===== config.mk =====
export PLATFORM = sky130hd
export DESIGN_NAME = pid_with_lowpass_and_clamps
export DESIGN_NICKNAME = d
export VERILOG_FILES = /design/src/rtl/core/pidlpc_pkg.sv /design/src/rtl/core/pid_with_lowpass_and_clamps.sv /design/src/rtl/core/pidlpc_regs.sv /design/src/rtl/core/pidlpc_dp.sv /design/src/rtl/core/pidlpc_ctrl.sv
export SDC_FILE = /design/constraint.sdc
export NUM_CORES = 2
export LEC_CHECK = 0
export ABC_AREA = 1
export ABC_CLOCK_PERIOD_IN_PS = 6700
export BUFFER_PORTS_ARGS = -buffer_cell sky130_fd_sc_hd__buf_4
export CAP_MARGIN = 20
export CORE_UTILIZATION = 47
export CTS_BUF_LIST = sky130_fd_sc_hd__clkbuf_8
export DETAILED_ROUTE_END_ITERATION = 7
export GPL_TIMING_DRIVEN = 0
export HOLD_SLACK_MARGIN = 0.12
export PLACE_DENSITY_LB_ADDON = 0.12
export SYNTH_ARGS = -nofsm -noshare
export SYNTH_HDL_FRONTEND = slang
export SYNTH_SLANG_ARGS = --single-unit

===== constraint.sdc =====
create_clock -name clk -period 6.7 [get_ports clk]
set_input_delay 0 -clock clk [delete_from_list [all_inputs] [get_ports clk]]
set_output_delay 0 -clock clk [all_outputs]
set_load 0.1 [all_outputs]

===== src/rtl/core/pidlpc_pkg.sv =====
// Package for the PID controller with output smoothing and clamps.
// Holds the configuration register map, reset values, shared types and the controller states.
// No dependencies.
package pidlpc_pkg;

  // Default sample width of the error and drive words.
  localparam int SAMPLE_WIDTH_DEF = 16;

  // Configuration field widths.
  localparam int GAIN_W  = 16;
  localparam int BOUND_W = 15;
  localparam int ALPHA_W = 17;

  // Configuration write port.
  localparam int CFG_IDX_W  = 3;
  localparam int CFG_DATA_W = 17;

  // Register indexes.
  localparam logic [CFG_IDX_W-1:0] REG_KP    = 3'd0;
  localparam logic [CFG_IDX_W-1:0] REG_KI    = 3'd1;
  localparam logic [CFG_IDX_W-1:0] REG_KD    = 3'd2;
  localparam logic [CFG_IDX_W-1:0] REG_ILIM  = 3'd3;
  localparam logic [CFG_IDX_W-1:0] REG_OLIM  = 3'd4;
  localparam logic [CFG_IDX_W-1:0] REG_ALPHA = 3'd5;

  // Reset values of the registers.
  localparam logic [GAIN_W-1:0]  KP_RST    = 16'd4096;
  localparam logic [GAIN_W-1:0]  KI_RST    = 16'd410;
  localparam logic [GAIN_W-1:0]  KD_RST    = 16'd819;
  localparam logic [BOUND_W-1:0] ILIM_RST  = 15'd768;
  localparam logic [BOUND_W-1:0] OLIM_RST  = 15'd2560;
  localparam logic [ALPHA_W-1:0] ALPHA_RST = 17'd13107;

  // Alpha of exactly one in Q1.16.
  localparam logic [ALPHA_W-1:0] ALPHA_ONE = 17'h10000;

  // Current configuration as seen by the datapath.
  typedef struct packed {
    logic [GAIN_W-1:0]  kp;
    logic [GAIN_W-1:0]  ki;
    logic [GAIN_W-1:0]  kd;
    logic [BOUND_W-1:0] ilim;
    logic [BOUND_W-1:0] olim;
    logic [ALPHA_W-1:0] alpha;
  } cfg_t;

  // Operand selection of the shared multiplier.
  typedef enum logic [1:0] {
    MSEL_P,
    MSEL_I,
    MSEL_D,
    MSEL_F
  } msel_t;

  // Controller steps, one per cycle of work on a request; the filter step may wait.
  typedef enum logic [3:0] {
    S_IDLE,
    S_INTEG,
    S_MUL_P,
    S_MUL_I,
    S_MUL_D,
    S_ACC_D,
    S_RAW,
    S_MUL_F,
    S_FILT
  } state_t;

  // Commands from the controller to the datapath.
  typedef struct packed {
    logic  load_e;
    logic  integ_en;
    logic  mul_en;
    msel_t mul_sel;
    logic  acc_ld;
    logic  acc_add;
    logic  diff_en;
    logic  filt_en;
  } dp_cmd_t;

endpackage


===== src/rtl/core/pid_with_lowpass_and_clamps.sv =====
// Top level of the PID controller with anti-windup, output low-pass filter and output clamp.
// Instantiates pidlpc_regs, pidlpc_ctrl and pidlpc_dp; depends on pidlpc_pkg.
//
// Each request carries one signed Q8.8 error sample and yields one signed Q8.8 drive value
// with a flag that is set when the output bound changed the filtered value. A request is
// taken only while the block is idle, and its result is loaded into the output register
// after the accept, the integral step, four multiplier passes with their accumulation,
// rounding and the filter step, so the block takes no new request until the last one
// has left its filter step; this is set by the single shared 17 by SAMPLE_WIDTH+1 bit
// multiplier, which forms the three gain products and the filter product in turn. A waiting
// result does not block the next request; only the filter step of the following request
// waits for the output register to empty. The user must write the configuration registers
// through the cfg_ port only while no request is in progress; the block does not enforce it.
module pid_with_lowpass_and_clamps #(
  parameter int SAMPLE_WIDTH = pidlpc_pkg::SAMPLE_WIDTH_DEF
) (
  input  logic                                 clk,
  input  logic                                 rst_n,
  input  logic                                 in_valid,
  output logic                                 in_stall,
  input  logic signed [SAMPLE_WIDTH-1:0]       in_error_sample,
  output logic                                 out_valid,
  input  logic                                 out_stall,
  output logic signed [SAMPLE_WIDTH-1:0]       out_drive_value,
  output logic                                 out_output_clamped,
  input  logic                                 cfg_we,
  input  logic [pidlpc_pkg::CFG_IDX_W-1:0]     cfg_index,
  input  logic [pidlpc_pkg::CFG_DATA_W-1:0]    cfg_wdata
);

  pidlpc_pkg::cfg_t    cfg;
  pidlpc_pkg::dp_cmd_t cmd;

  // Configuration registers.
  pidlpc_regs u_regs (
    .clk       (clk),
    .rst_n     (rst_n),
    .cfg_we    (cfg_we),
    .cfg_index (cfg_index),
    .cfg_wdata (cfg_wdata),
    .cfg       (cfg)
  );

  // Sequencer.
  pidlpc_ctrl u_ctrl (
    .clk       (clk),
    .rst_n     (rst_n),
    .in_valid  (in_valid),
    .in_stall  (in_stall),
    .out_valid (out_valid),
    .out_stall (out_stall),
    .cmd       (cmd)
  );

  // Arithmetic.
  pidlpc_dp #(
    .SAMPLE_WIDTH (SAMPLE_WIDTH)
  ) u_dp (
    .clk                (clk),
    .rst_n              (rst_n),
    .cmd                (cmd),
    .cfg                (cfg),
    .in_error_sample    (in_error_sample),
    .out_drive_value    (out_drive_value),
    .out_output_clamped (out_output_clamped)
  );

endmodule


===== src/rtl/core/pidlpc_regs.sv =====
// Configuration register file of the PID controller.
// Depends on pidlpc_pkg for the register map, widths and reset values.
module pidlpc_regs (
  input  logic                                 clk,
  input  logic                                 rst_n,
  input  logic                                 cfg_we,
  input  logic [pidlpc_pkg::CFG_IDX_W-1:0]     cfg_index,
  input  logic [pidlpc_pkg::CFG_DATA_W-1:0]    cfg_wdata,
  output pidlpc_pkg::cfg_t                     cfg
);

  pidlpc_pkg::cfg_t cfg_r, cfg_nxt;

  // Decode a write into the addressed field; unknown indexes are ignored.
  always_comb begin
    cfg_nxt = cfg_r;
    if (cfg_we) begin
      case (cfg_index)
        pidlpc_pkg::REG_KP:    cfg_nxt.kp    = cfg_wdata[pidlpc_pkg::GAIN_W-1:0];
        pidlpc_pkg::REG_KI:    cfg_nxt.ki    = cfg_wdata[pidlpc_pkg::GAIN_W-1:0];
        pidlpc_pkg::REG_KD:    cfg_nxt.kd    = cfg_wdata[pidlpc_pkg::GAIN_W-1:0];
        pidlpc_pkg::REG_ILIM:  cfg_nxt.ilim  = cfg_wdata[pidlpc_pkg::BOUND_W-1:0];
        pidlpc_pkg::REG_OLIM:  cfg_nxt.olim  = cfg_wdata[pidlpc_pkg::BOUND_W-1:0];
        pidlpc_pkg::REG_ALPHA: cfg_nxt.alpha = cfg_wdata[pidlpc_pkg::ALPHA_W-1:0];
        default:               cfg_nxt = cfg_r;
      endcase
    end
  end

  // Register storage with reset defaults.
  always_ff @(posedge clk) begin
    if (!rst_n) begin
      cfg_r.kp    <= pidlpc_pkg::KP_RST;
      cfg_r.ki    <= pidlpc_pkg::KI_RST;
      cfg_r.kd    <= pidlpc_pkg::KD_RST;
      cfg_r.ilim  <= pidlpc_pkg::ILIM_RST;
      cfg_r.olim  <= pidlpc_pkg::OLIM_RST;
      cfg_r.alpha <= pidlpc_pkg::ALPHA_RST;
    end else begin
      cfg_r <= cfg_nxt;
    end
  end

  assign cfg = cfg_r;

endmodule


===== src/rtl/core/pidlpc_dp.sv =====
// Datapath of the PID controller: integral, derivative, one shared multiplier, accumulator,
// low-pass filter and output clamp. Depends on pidlpc_pkg for the command and config types.
module pidlpc_dp #(
  parameter int SAMPLE_WIDTH = pidlpc_pkg::SAMPLE_WIDTH_DEF
) (
  input  logic                           clk,
  input  logic                           rst_n,
  input  pidlpc_pkg::dp_cmd_t            cmd,
  input  pidlpc_pkg::cfg_t               cfg,
  input  logic signed [SAMPLE_WIDTH-1:0] in_error_sample,
  output logic signed [SAMPLE_WIDTH-1:0] out_drive_value,
  output logic                           out_output_clamped
);

  localparam int SW    = SAMPLE_WIDTH;
  localparam int DW    = SW + 1;                        // derivative and filter difference
  localparam int PW    = pidlpc_pkg::ALPHA_W + 1 + DW;  // product width
  localparam int AW    = PW + 2;                        // sum of three products
  localparam int RW    = AW - 12;                       // accumulator after the Q.20 to Q8.8 shift
  localparam int QW    = PW - 16;                       // filter product after the Q0.16 shift
  localparam int FW    = QW + 1;                        // filter sum
  localparam int BND_W = ((SW > pidlpc_pkg::BOUND_W) ? SW : pidlpc_pkg::BOUND_W) + 1;

  // Largest positive sample value and the effective bound of a 15-bit register.
  function automatic logic [SW-2:0] bound_eff(input logic [pidlpc_pkg::BOUND_W-1:0] b);
    logic [BND_W-1:0] bx;
    logic [BND_W-1:0] mx;
    bx = BND_W'(b);
    mx = BND_W'({(SW-1){1'b1}});
    return (bx > mx) ? mx[SW-2:0] : bx[SW-2:0];
  endfunction

  // Symmetric clamp of a value one bit wider than a sample.
  function automatic logic signed [SW-1:0] clamp_sym(input logic signed [DW-1:0] x,
                                                     input logic [SW-2:0] lim);
    logic signed [DW-1:0] pos;
    logic signed [DW-1:0] neg;
    pos = $signed({2'b00, lim});
    neg = -pos;
    if (x > pos) begin
      return pos[SW-1:0];
    end else if (x < neg) begin
      return neg[SW-1:0];
    end else begin
      return x[SW-1:0];
    end
  endfunction

  logic signed [SW-1:0] e_r;
  logic signed [SW-1:0] integral_r, integral_nxt;
  logic signed [SW-1:0] prev_r;
  logic signed [DW-1:0] deriv_r;
  logic signed [DW-1:0] diff_r, diff_nxt;
  logic signed [PW-1:0] prod_r, prod_nxt;
  logic signed [AW-1:0] acc_r, acc_nxt;
  logic signed [SW-1:0] filt_r, filt_nxt;
  logic signed [SW-1:0] drive_r, drive_nxt;
  logic                 clamped_r;

  logic signed [DW-1:0] integ_sum;
  logic signed [DW-1:0] deriv_nxt;
  logic [pidlpc_pkg::ALPHA_W-1:0] alpha_eff;
  logic [pidlpc_pkg::ALPHA_W-1:0] op_a;
  logic signed [DW-1:0] op_b;
  logic signed [AW-1:0] acc_rnd;
  logic signed [RW-1:0] raw_wide;
  logic signed [SW-1:0] raw_sat;
  logic signed [PW-1:0] prod_rnd;
  logic signed [QW-1:0] filt_q;
  logic signed [FW-1:0] filt_sum;

  // Integral with anti-windup clamp, and the exact derivative.
  always_comb begin
    integ_sum    = DW'(integral_r) + DW'(e_r);
    integral_nxt = clamp_sym(integ_sum, bound_eff(cfg.ilim));
    deriv_nxt    = DW'(e_r) - DW'(prev_r);
  end

  // Shared multiplier: unsigned gain or alpha times a signed operand.
  always_comb begin
    alpha_eff = cfg.alpha[pidlpc_pkg::ALPHA_W-1] ? pidlpc_pkg::ALPHA_ONE : cfg.alpha;
    case (cmd.mul_sel)
      pidlpc_pkg::MSEL_P: begin
        op_a = pidlpc_pkg::ALPHA_W'(cfg.kp);
        op_b = DW'(e_r);
      end
      pidlpc_pkg::MSEL_I: begin
        op_a = pidlpc_pkg::ALPHA_W'(cfg.ki);
        op_b = DW'(integral_r);
      end
      pidlpc_pkg::MSEL_D: begin
        op_a = pidlpc_pkg::ALPHA_W'(cfg.kd);
        op_b = deriv_r;
      end
      pidlpc_pkg::MSEL_F: begin
        op_a = alpha_eff;
        op_b = diff_r;
      end
      default: begin
        op_a = '0;
        op_b = '0;
      end
    endcase
    prod_nxt = $signed({1'b0, op_a}) * op_b;
  end

  // Accumulate the three gain products.
  always_comb begin
    if (cmd.acc_ld) begin
      acc_nxt = AW'(prod_r);
    end else begin
      acc_nxt = acc_r + AW'(prod_r);
    end
  end

  // Round the raw drive half up to Q8.8, saturate, and form its distance from the history.
  always_comb begin
    acc_rnd  = acc_r + $signed(AW'(2048));
    raw_wide = acc_rnd[AW-1:12];
    if ((&raw_wide[RW-1:SW-1]) || !(|raw_wide[RW-1:SW-1])) begin
      raw_sat = raw_wide[SW-1:0];
    end else if (raw_wide[RW-1]) begin
      raw_sat = {1'b1, {(SW-1){1'b0}}};
    end else begin
      raw_sat = {1'b0, {(SW-1){1'b1}}};
    end
    diff_nxt = DW'(raw_sat) - DW'(filt_r);
  end

  // Low-pass step: history plus rounded alpha times the difference, then saturate and clamp.
  always_comb begin
    prod_rnd = prod_r + $signed(PW'(32768));
    filt_q   = prod_rnd[PW-1:16];
    filt_sum = FW'(filt_q) + FW'(filt_r);
    if ((&filt_sum[FW-1:SW-1]) || !(|filt_sum[FW-1:SW-1])) begin
      filt_nxt = filt_sum[SW-1:0];
    end else if (filt_sum[FW-1]) begin
      filt_nxt = {1'b1, {(SW-1){1'b0}}};
    end else begin
      filt_nxt = {1'b0, {(SW-1){1'b1}}};
    end
    drive_nxt = clamp_sym(DW'(filt_nxt), bound_eff(cfg.olim));
  end

  // Controller state kept across requests.
  always_ff @(posedge clk) begin
    if (!rst_n) begin
      integral_r <= '0;
      prev_r     <= '0;
      filt_r     <= '0;
    end else begin
      if (cmd.integ_en) begin
        integral_r <= integral_nxt;
        prev_r     <= e_r;
      end
      if (cmd.filt_en) begin
        filt_r <= filt_nxt;
      end
    end
  end

  // Working registers and the result register.
  always_ff @(posedge clk) begin
    if (cmd.load_e) begin
      e_r <= in_error_sample;
    end
    if (cmd.integ_en) begin
      deriv_r <= deriv_nxt;
    end
    if (cmd.mul_en) begin
      prod_r <= prod_nxt;
    end
    if (cmd.acc_ld || cmd.acc_add) begin
      acc_r <= acc_nxt;
    end
    if (cmd.diff_en) begin
      diff_r <= diff_nxt;
    end
    if (cmd.filt_en) begin
      drive_r   <= drive_nxt;
      clamped_r <= (drive_nxt != filt_nxt);
    end
  end

  assign out_drive_value    = drive_r;
  assign out_output_clamped = clamped_r;

endmodule


===== src/rtl/core/pidlpc_ctrl.sv =====
// Sequencer of the PID controller: steps the datapath through one request and owns
// both handshakes. Depends on pidlpc_pkg for the state and command types.
module pidlpc_ctrl (
  input  logic                clk,
  input  logic                rst_n,
  input  logic                in_valid,
  output logic                in_stall,
  output logic                out_valid,
  input  logic                out_stall,
  output pidlpc_pkg::dp_cmd_t cmd
);

  pidlpc_pkg::state_t state_r, state_nxt;
  logic               out_valid_r, out_valid_nxt;
  logic               out_free;

  // The result register may be loaded when empty or emptied at this edge.
  assign out_free = !out_valid_r || !out_stall;

  // Next state.
  always_comb begin
    state_nxt = state_r;
    case (state_r)
      pidlpc_pkg::S_IDLE:  if (in_valid) state_nxt = pidlpc_pkg::S_INTEG;
      pidlpc_pkg::S_INTEG: state_nxt = pidlpc_pkg::S_MUL_P;
      pidlpc_pkg::S_MUL_P: state_nxt = pidlpc_pkg::S_MUL_I;
      pidlpc_pkg::S_MUL_I: state_nxt = pidlpc_pkg::S_MUL_D;
      pidlpc_pkg::S_MUL_D: state_nxt = pidlpc_pkg::S_ACC_D;
      pidlpc_pkg::S_ACC_D: state_nxt = pidlpc_pkg::S_RAW;
      pidlpc_pkg::S_RAW:   state_nxt = pidlpc_pkg::S_MUL_F;
      pidlpc_pkg::S_MUL_F: state_nxt = pidlpc_pkg::S_FILT;
      pidlpc_pkg::S_FILT:  if (out_free) state_nxt = pidlpc_pkg::S_IDLE;
      default:             state_nxt = pidlpc_pkg::S_IDLE;
    endcase
  end

  // Datapath commands and input stall for each step; no request is taken during reset.
  always_comb begin
    cmd         = '0;
    cmd.mul_sel = pidlpc_pkg::MSEL_P;
    in_stall    = !rst_n || (state_r != pidlpc_pkg::S_IDLE);
    case (state_r)
      pidlpc_pkg::S_IDLE:  cmd.load_e = in_valid;
      pidlpc_pkg::S_INTEG: cmd.integ_en = 1'b1;
      pidlpc_pkg::S_MUL_P: begin
        cmd.mul_en  = 1'b1;
        cmd.mul_sel = pidlpc_pkg::MSEL_P;
      end
      pidlpc_pkg::S_MUL_I: begin
        cmd.mul_en  = 1'b1;
        cmd.mul_sel = pidlpc_pkg::MSEL_I;
        cmd.acc_ld  = 1'b1;
      end
      pidlpc_pkg::S_MUL_D: begin
        cmd.mul_en  = 1'b1;
        cmd.mul_sel = pidlpc_pkg::MSEL_D;
        cmd.acc_add = 1'b1;
      end
      pidlpc_pkg::S_ACC_D: cmd.acc_add = 1'b1;
      pidlpc_pkg::S_RAW:   cmd.diff_en = 1'b1;
      pidlpc_pkg::S_MUL_F: begin
        cmd.mul_en  = 1'b1;
        cmd.mul_sel = pidlpc_pkg::MSEL_F;
      end
      pidlpc_pkg::S_FILT:  cmd.filt_en = out_free;
      default:             cmd = '0;
    endcase
  end

  // Result valid: set when a result is loaded, cleared when it is taken.
  always_comb begin
    if (cmd.filt_en) begin
      out_valid_nxt = 1'b1;
    end else if (out_stall) begin
      out_valid_nxt = out_valid_r;
    end else begin
      out_valid_nxt = 1'b0;
    end
  end

  always_ff @(posedge clk) begin
    if (!rst_n) begin
      state_r     <= pidlpc_pkg::S_IDLE;
      out_valid_r <= 1'b0;
    end else begin
      state_r     <= state_nxt;
      out_valid_r <= out_valid_nxt;
    end
  end

  assign out_valid = out_valid_r;

`ifndef SYNTHESIS
  // An accepted request starts the integral step next.
  a_accept_starts: assert property (@(posedge clk) disable iff (!rst_n)
    (in_valid && !in_stall) |=> (state_r == pidlpc_pkg::S_INTEG))
    else $error("accepted request did not start the integral step");

  // A result is never loaded over one that is still waiting.
  a_no_overwrite: assert property (@(posedge clk) disable iff (!rst_n)
    cmd.filt_en |-> (!out_valid_r || !out_stall))
    else $error("result register overwritten while stalled");

  // A loaded result is offered at the next edge.
  a_load_shows: assert property (@(posedge clk) disable iff (!rst_n)
    cmd.filt_en |=> out_valid_r)
    else $error("loaded result not offered");

  // The last step waits while the result register is full and stalled.
  a_filt_waits: assert property (@(posedge clk) disable iff (!rst_n)
    (state_r == pidlpc_pkg::S_FILT && !out_free) |=> (state_r == pidlpc_pkg::S_FILT))
    else $error("filter step left while output blocked");

  // At most one of the sample load, integral, accumulate, difference and filter commands is given per cycle.
  a_one_step: assert property (@(posedge clk) disable iff (!rst_n)
    $onehot0({cmd.load_e, cmd.integ_en, cmd.acc_ld, cmd.acc_add, cmd.diff_en, cmd.filt_en}))
    else $error("overlapping datapath steps");
`endif

endmodule

Word-level counts from Yosys, hierarchy flattened
Index checks and enable logic that the tools add are counted.

Flip-flop bits (word level): 287. Bits in latches: 0. RAM bits: 0. Memory bits (read-only): 0. Bits of input ports: 41. Output and inout port bits: 19. Logic and storage cells: 102. Memories kept: 0.

Add/subtract/negate cells: 9. $mul: 1. Div/mod/pow operators: 0. Magnitude comparators: 4. Equal/unequal tests: 20. Shift operators: 0. Mux-type cells: 24. Bitwise operators: 0. Reductions and logical operators: 26.

Operator list (number): one-hot mux 17 bit (4 select lines) (2); two-way mux 16 bit (8); adder 37 x 13 -> 37 bit, second input constant (1); adder 37 x 35 -> 37 bit (1); two-way mux 37 bit (1); one-hot mux 4 bit (9 select lines) (1); adder 35 x 17 -> 35 bit, second input constant (1); multiplier 18 x 17 -> 35 bit (1); negator 15 -> 17 bit (2); subtractor 16 x 16 -> 17 bit (2); adder 19 x 16 -> 20 bit (1); adder 16 x 16 -> 17 bit (1); greater-than comparator 17 x 16 -> 1 bit (1); less-than comparator 16 x 17 -> 1 bit (1); less-than comparator 17 bit (1); two-way mux 17 bit (1); == test 4 x 3 -> 1 bit, second input constant (4); greater-than comparator 16 bit (1); != test 16 bit (1); AND reduction 2 bit (7); one-hot mux 3 bit (4 select lines) (1); AND reduction 10 bit (1); OR reduction 10 bit (1); == test 4 x 2 -> 1 bit, second input constant (2); 20 further kinds (40).

Depth between registers and ports, before layout
Depth after elaboration: 10. Depth in mapped cells: 51. Mapped depth without buffers: 49.

Hierarchy
From an unflattened synthesis, not the netlist that was laid out.

Cell total of the unflattened synthesis: 4018. Area total of the unflattened synthesis: 30083.9 µm².

Modules (own cells, without submodules): pidlpc_dp (instances 1, cells an instance 3440, area an instance 25962.4 µm², sequential area each 5134.9 µm²); pidlpc_regs (instances 1, cells an instance 527, area an instance 3794.9 µm², sequential area each 1901.8 µm²); pidlpc_ctrl (instances 1, cells an instance 51, area an instance 326.6 µm², sequential area each 100.1 µm²).

Least setup slack after synthesis
OpenSTA, ideal clock, no wires.

Path type: register to register. Start point: register u_ctrl.state_r[0]. End point: register u_dp.prod_r[34], data pin. Library setup time: 0.262 ns. Arrival: 6.940 ns. Required time: 6.438 ns. Setup slack: -0.502 ns. Stages on the path, launching flop included: 31. Path buffers: 2. Clock period less this slack: 7.202 ns. Path through: dfxtp_1 -> nor2_1 -> inv_1 -> nor2_2 -> nor2_1 -> clkbuf_1 -> a221oi_1 -> clkbuf_1 -> nor2_1 -> fa_1 -> inv_1 -> fa_1 -> fa_1 -> inv_1 -> fa_1 -> fa_1 -> inv_1 -> fa_1 -> inv_1 -> ha_1 -> a21oi_1 -> nor2_1 -> a211oi_1 -> o21ai_0 -> a21oi_1 -> o21ai_1 -> a21oi_1 -> o21ai_1 -> nand2_1 -> a21oi_1 -> xor2_1.

Longest elaborated chain between the ends: 5. Elaborated cells on any way between the ends: 12. Those cells by class: mul (1); eq/ne (7); mux (3); reduce/logical (1).

Ends and longest elaborated chain: start, declared (RTL line pidlpc_ctrl.sv:13) `pidlpc_pkg::state_t state_r, state_nxt;`; start signal, assigned (RTL line pidlpc_ctrl.sv:83) `state_r <= pidlpc_pkg::S_IDLE;`; start signal, assigned (RTL line pidlpc_ctrl.sv:86) `state_r <= state_nxt;`; == test 4 x 3 -> 1 bit or == test 4 x 2 -> 1 bit (tied branches) (RTL line pidlpc_ctrl.sv:42) `case (state_r)`; one-hot mux 3 bit (4 select lines) * (RTL line pidlpc_ctrl.sv:42); == test 2 bit, or another cell as far along (RTL line pidlpc_dp.sv:82) `case (cmd.mul_sel)`; one-hot mux 17 bit (4 select lines) (RTL line pidlpc_dp.sv:82); multiplier 18 x 17 -> 35 bit * (RTL line pidlpc_dp.sv:104) `prod_nxt = $signed({1'b0, op_a}) * op_b;`; net u_dp.prod_nxt[34] (RTL line pidlpc_dp.sv:54) `logic signed [PW-1:0] prod_r, prod_nxt;`; end signal, assigned (RTL line pidlpc_dp.sv:171) `prod_r <= prod_nxt;`; end, declared (RTL line pidlpc_dp.sv:54).

The timed path passes the listed nets; every way through them passes the cells marked *. A chain may end at the register's enable or synchronous reset.

Final worst setup path
Start point: register u_ctrl.state_r[2]. End point: register u_dp.prod_r[33], data pin.

Same word-level chain as after synthesis.

==> metrics <==
status=finished, violations left; failing checks=setup timing; num ports=60; Final period util=105%; Min Clock Period, post-route=7010 ps; antenna-violating nets left=0; drt total wl=93.8 mm; Syn Nets=4357; worst setup margin=-313 ps; number of global-route vias before repair=25900; global-route wire length before repair=143 mm; internal power=6.13 mW; Hold Path Class=primary input to flip-flop; Hold Path Origin=cfg_wdata[15]; EDFF count, synth=139; sequential-to-total area share from yosys stat=24.5%; via density per instance=5.35; R2R Setup Slk=-310 ps; Net Switching=4.94 mW; combinational cell fraction of total power=61.3%; Slowest-stage cell, CP=fa_2; top cell type's share of synthesized area=15.7%; Final Hold Vio Count=0; PD cells=306 mW/mm^2; RR Startpoint=u_ctrl.state_r[2]; routability cong.=0.952; CP Max Fanout=7; share of cells above drive strength 1=16.1%; syn avg cell area=7.69 sq um; Synth Instances=3790; initial antenna violation count=1; switching share of power=44.6%; crit path kind=flip-flop to flip-flop; share of flip-flops with an asynchronous set or reset=0%; Yosys reg bits=287; via count=26800; post-synth cell types=60; Skew-Pair Late Insertion Delay=670 ps; TritonCTS clock tree=done; largest area contributor in the netlist=fa_1; Tot Pwr=11.1 mW; top_reg_cell synth=dfxtp_1; Least-Margin Pin Slew=924 ps; Die H=251 um; Peak Freq=143 MHz; DRC=0; CP endpoint kind=flip-flop; ranking of synthesized cells by area=fa_1, edfxtp_1, ha_1; Worst IR Drop VDD=368 uV; Synth Cell Area=0.0292 sq mm; CTS H-tree lvls=2; R2R cell count=30; FP Rows=90; Hold Path Sink=u_regs.cfg[62]; CTS Sinks=287; GR Util All Layers=29.1%; Final setup viols=14; Worst Hold Depth=4; final worst clock skew=39.1 ps; per-cell routed wire length=18.7 um; Slew HR=38.4%; post-route insts no fill=5007; max incr delay on CP=570 ps; CTS Buf Count=53; DP Worst Slack=-1710 ps; NumNets Final=4749; DIE AREA=0.0630 sq mm; P_leak=17.2 nW; placed cell count=4637; Seq pwr share=21.2%; Clock power frac=17.6%; initial DRC count=2011; filler cell count=5448; largest net degree at the start of global routing=25; CTS clk-pin slew, worst paths=60 ps; RSZ-0062 raised after global routing=true; gr ovfl total=0; CTS root buf=clkbuf_8; CTS max path bufs=3; Critical Path AT=7390 ps; fin. max-slew vios=0; core area=0.0608 sq mm; Syn. warnings=0; buffers added on ports=58; MaxCap Viol Count=0; Syn-to-layout area delta=24.0%; crit path launch type=flip-flop; required time of the critical path=7080 ps; Initial Util=48.0%; dpl hpwl=70.0 mm; reg2reg end=u_dp.prod_r[33]; Pre-antenna DRT Iters=7; most frequent CP cell=nor2_4; Die Width=251 um
kinds of logic after synthesis:
kind of cell,Yosys count,share of synthesized area (%)
buffers and inverters,725,9.50
AND/OR/NAND/NOR,1484,20.8
AO/OA/AOI/OAI,604,11.8
adder cells (fa/ha/maj),526,28.5
XOR/XNOR,164,4.93
flip-flops,287,24.5
cell usage in the layout, fill, tap and decap left out, types with 33 or more instances in the layout:
master	count
a21oi_1	209
a31oi_1	33
buf_4	223
buf_6	33
clkbuf_1	44
clkbuf_8	71
dfxtp_1	144
dlygate4sd3_1	69
edfxtp_1	139
fa_1	209
ha_1	273
inv_1	584
nand2_1	764
nand3_1	128
nand4_1	41
nor2_1	391
o21ai_0	194
xnor2_1	45
xor2_1	118
critical path: cells and delay by family (launching register included):
family	cells	cell delay (ps)
adder cells (fa/ha/maj)	7	3480
flip-flops	1	370
AND/OR/NAND/NOR	7	760
XOR/XNOR	1	180
buffers and inverters	12	1230
AO/OA/AOI/OAI	3	700
synth_stat cells, types with 5 or more instances:
cell type    n
a21oi_1    228
ha_1       297
xor2_1     118
clkinv_1    16
o21ai_1     11
nor4_1       8
inv_1      613
nand2_1    789
nand3_1    130
xnor2_1     46
a21o_1       9
o21ai_0    210
a211oi_1     5
buf_1        6
o21bai_1    15
a31oi_1     37
a22o_1      23
edfxtp_1   139
nor2_1     440
clkbuf_1    71
a21boi_1     7
nand2_2      7
buf_2        7
nand4_1     41
nor3_1      29
nor2_2       7
or2_2       10
o211ai_1    25
nand3_2      6
o21a_1       5
fa_1       229
dfxtp_1    148
routing by layer:
layer | wire [um] | track usage [%] | part of all wire, % | up-vias
li1 | - | - | - | 13000
met1 | 41200 | 39.7 | 44 | 12600
met2 | 41200 | 45.5 | 44 | 938
met3 | 6900 | 4.75 | 7.4 | 236
met4 | 4560 | 13.0 | 4.9 | 0
met5 | 0 | 0 | 0 | -
power by group through the flow:
stage,Sequential (mW),Combinational [mW],Clock (mW)
floorplan,2.29,3.77,0
global placement,2.38,5.01,0
detailed placement,2.38,5.03,0
CTS,2.34,5.66,1.97
global route,2.36,7.48,2.05
finish,2.34,6.78,1.95
how the worst max path moves through the flow:
stage          slack (ps)              end               from  cells after the start
4_1_cts              -160  u_dp.prod_r[34]  u_ctrl.state_r[2]                     34
5_1_grt              -490  u_dp.prod_r[34]  u_ctrl.state_r[2]                     32
6_report             -310  u_dp.prod_r[33]  u_ctrl.state_r[2]                     30
2_1_floorplan           5  u_dp.prod_r[32]  u_ctrl.state_r[0]                     31
3_3_place_gp        -1670  u_dp.prod_r[34]  u_ctrl.state_r[1]                     29
3_5_place_dp        -1710  u_dp.prod_r[34]  u_ctrl.state_r[1]                     30
repair_timing:
action / 4_1_cts / 5_1_grt
setup buffers: 139 / 61
endpoints found under the hold margin: 177 / 0
gates resized for setup: 216 / 257
pin swaps: 93 / 115
endpoints found under the setup margin: 27 / 70
hold buffers: 69 / 0
cloned: 3 / 6
per-stage QoR:
step                TNS (ps)  hold WS [ps]  cell area, sq um  utilization (%)
CTS                     -633           142             34800             57.2
finish                 -2610           195             36200             59.5
global placement      -28640           178             30700             50.6
detailed placement    -30050           179             30900             50.8
global route           -6850           179             36200             59.5
floorplan                  0          98.9             29300                -
flip-flops by register name, summed over array words and instances (netlist names):
register and cells:
u_ctrl.out_valid 1, u_ctrl.state_r 4, u_dp.acc_r 37, u_dp.deriv_r 17
u_dp.diff_r 17, u_dp.e_r 16, u_dp.filt_r 16, u_dp.integral_r 16
u_dp.out_drive_value 16, u_dp.out_output_clamped 1, u_dp.prev_r 16, u_dp.prod_r 35
u_regs.cfg 95
final cells by class:
type / instances / area, sq um / area share [%]
antenna: 1 / 2.50 / 0.00692
buffer: 89 / 743 / 2.05
clock buffer: 66 / 908 / 2.51
clock inverter: 31 / 288 / 0.796
inverter: 634 / 2480 / 6.86
multi-input combinational: 2778 / 20500 / 56.6
sequential: 287 / 7150 / 19.8
tap: 782 / 978 / 2.71
timing repair buffer: 338 / 3130 / 8.66
timing repair inverter: 1 / 6.26 / 0.0173
Power figures use the tool's default switching activity.
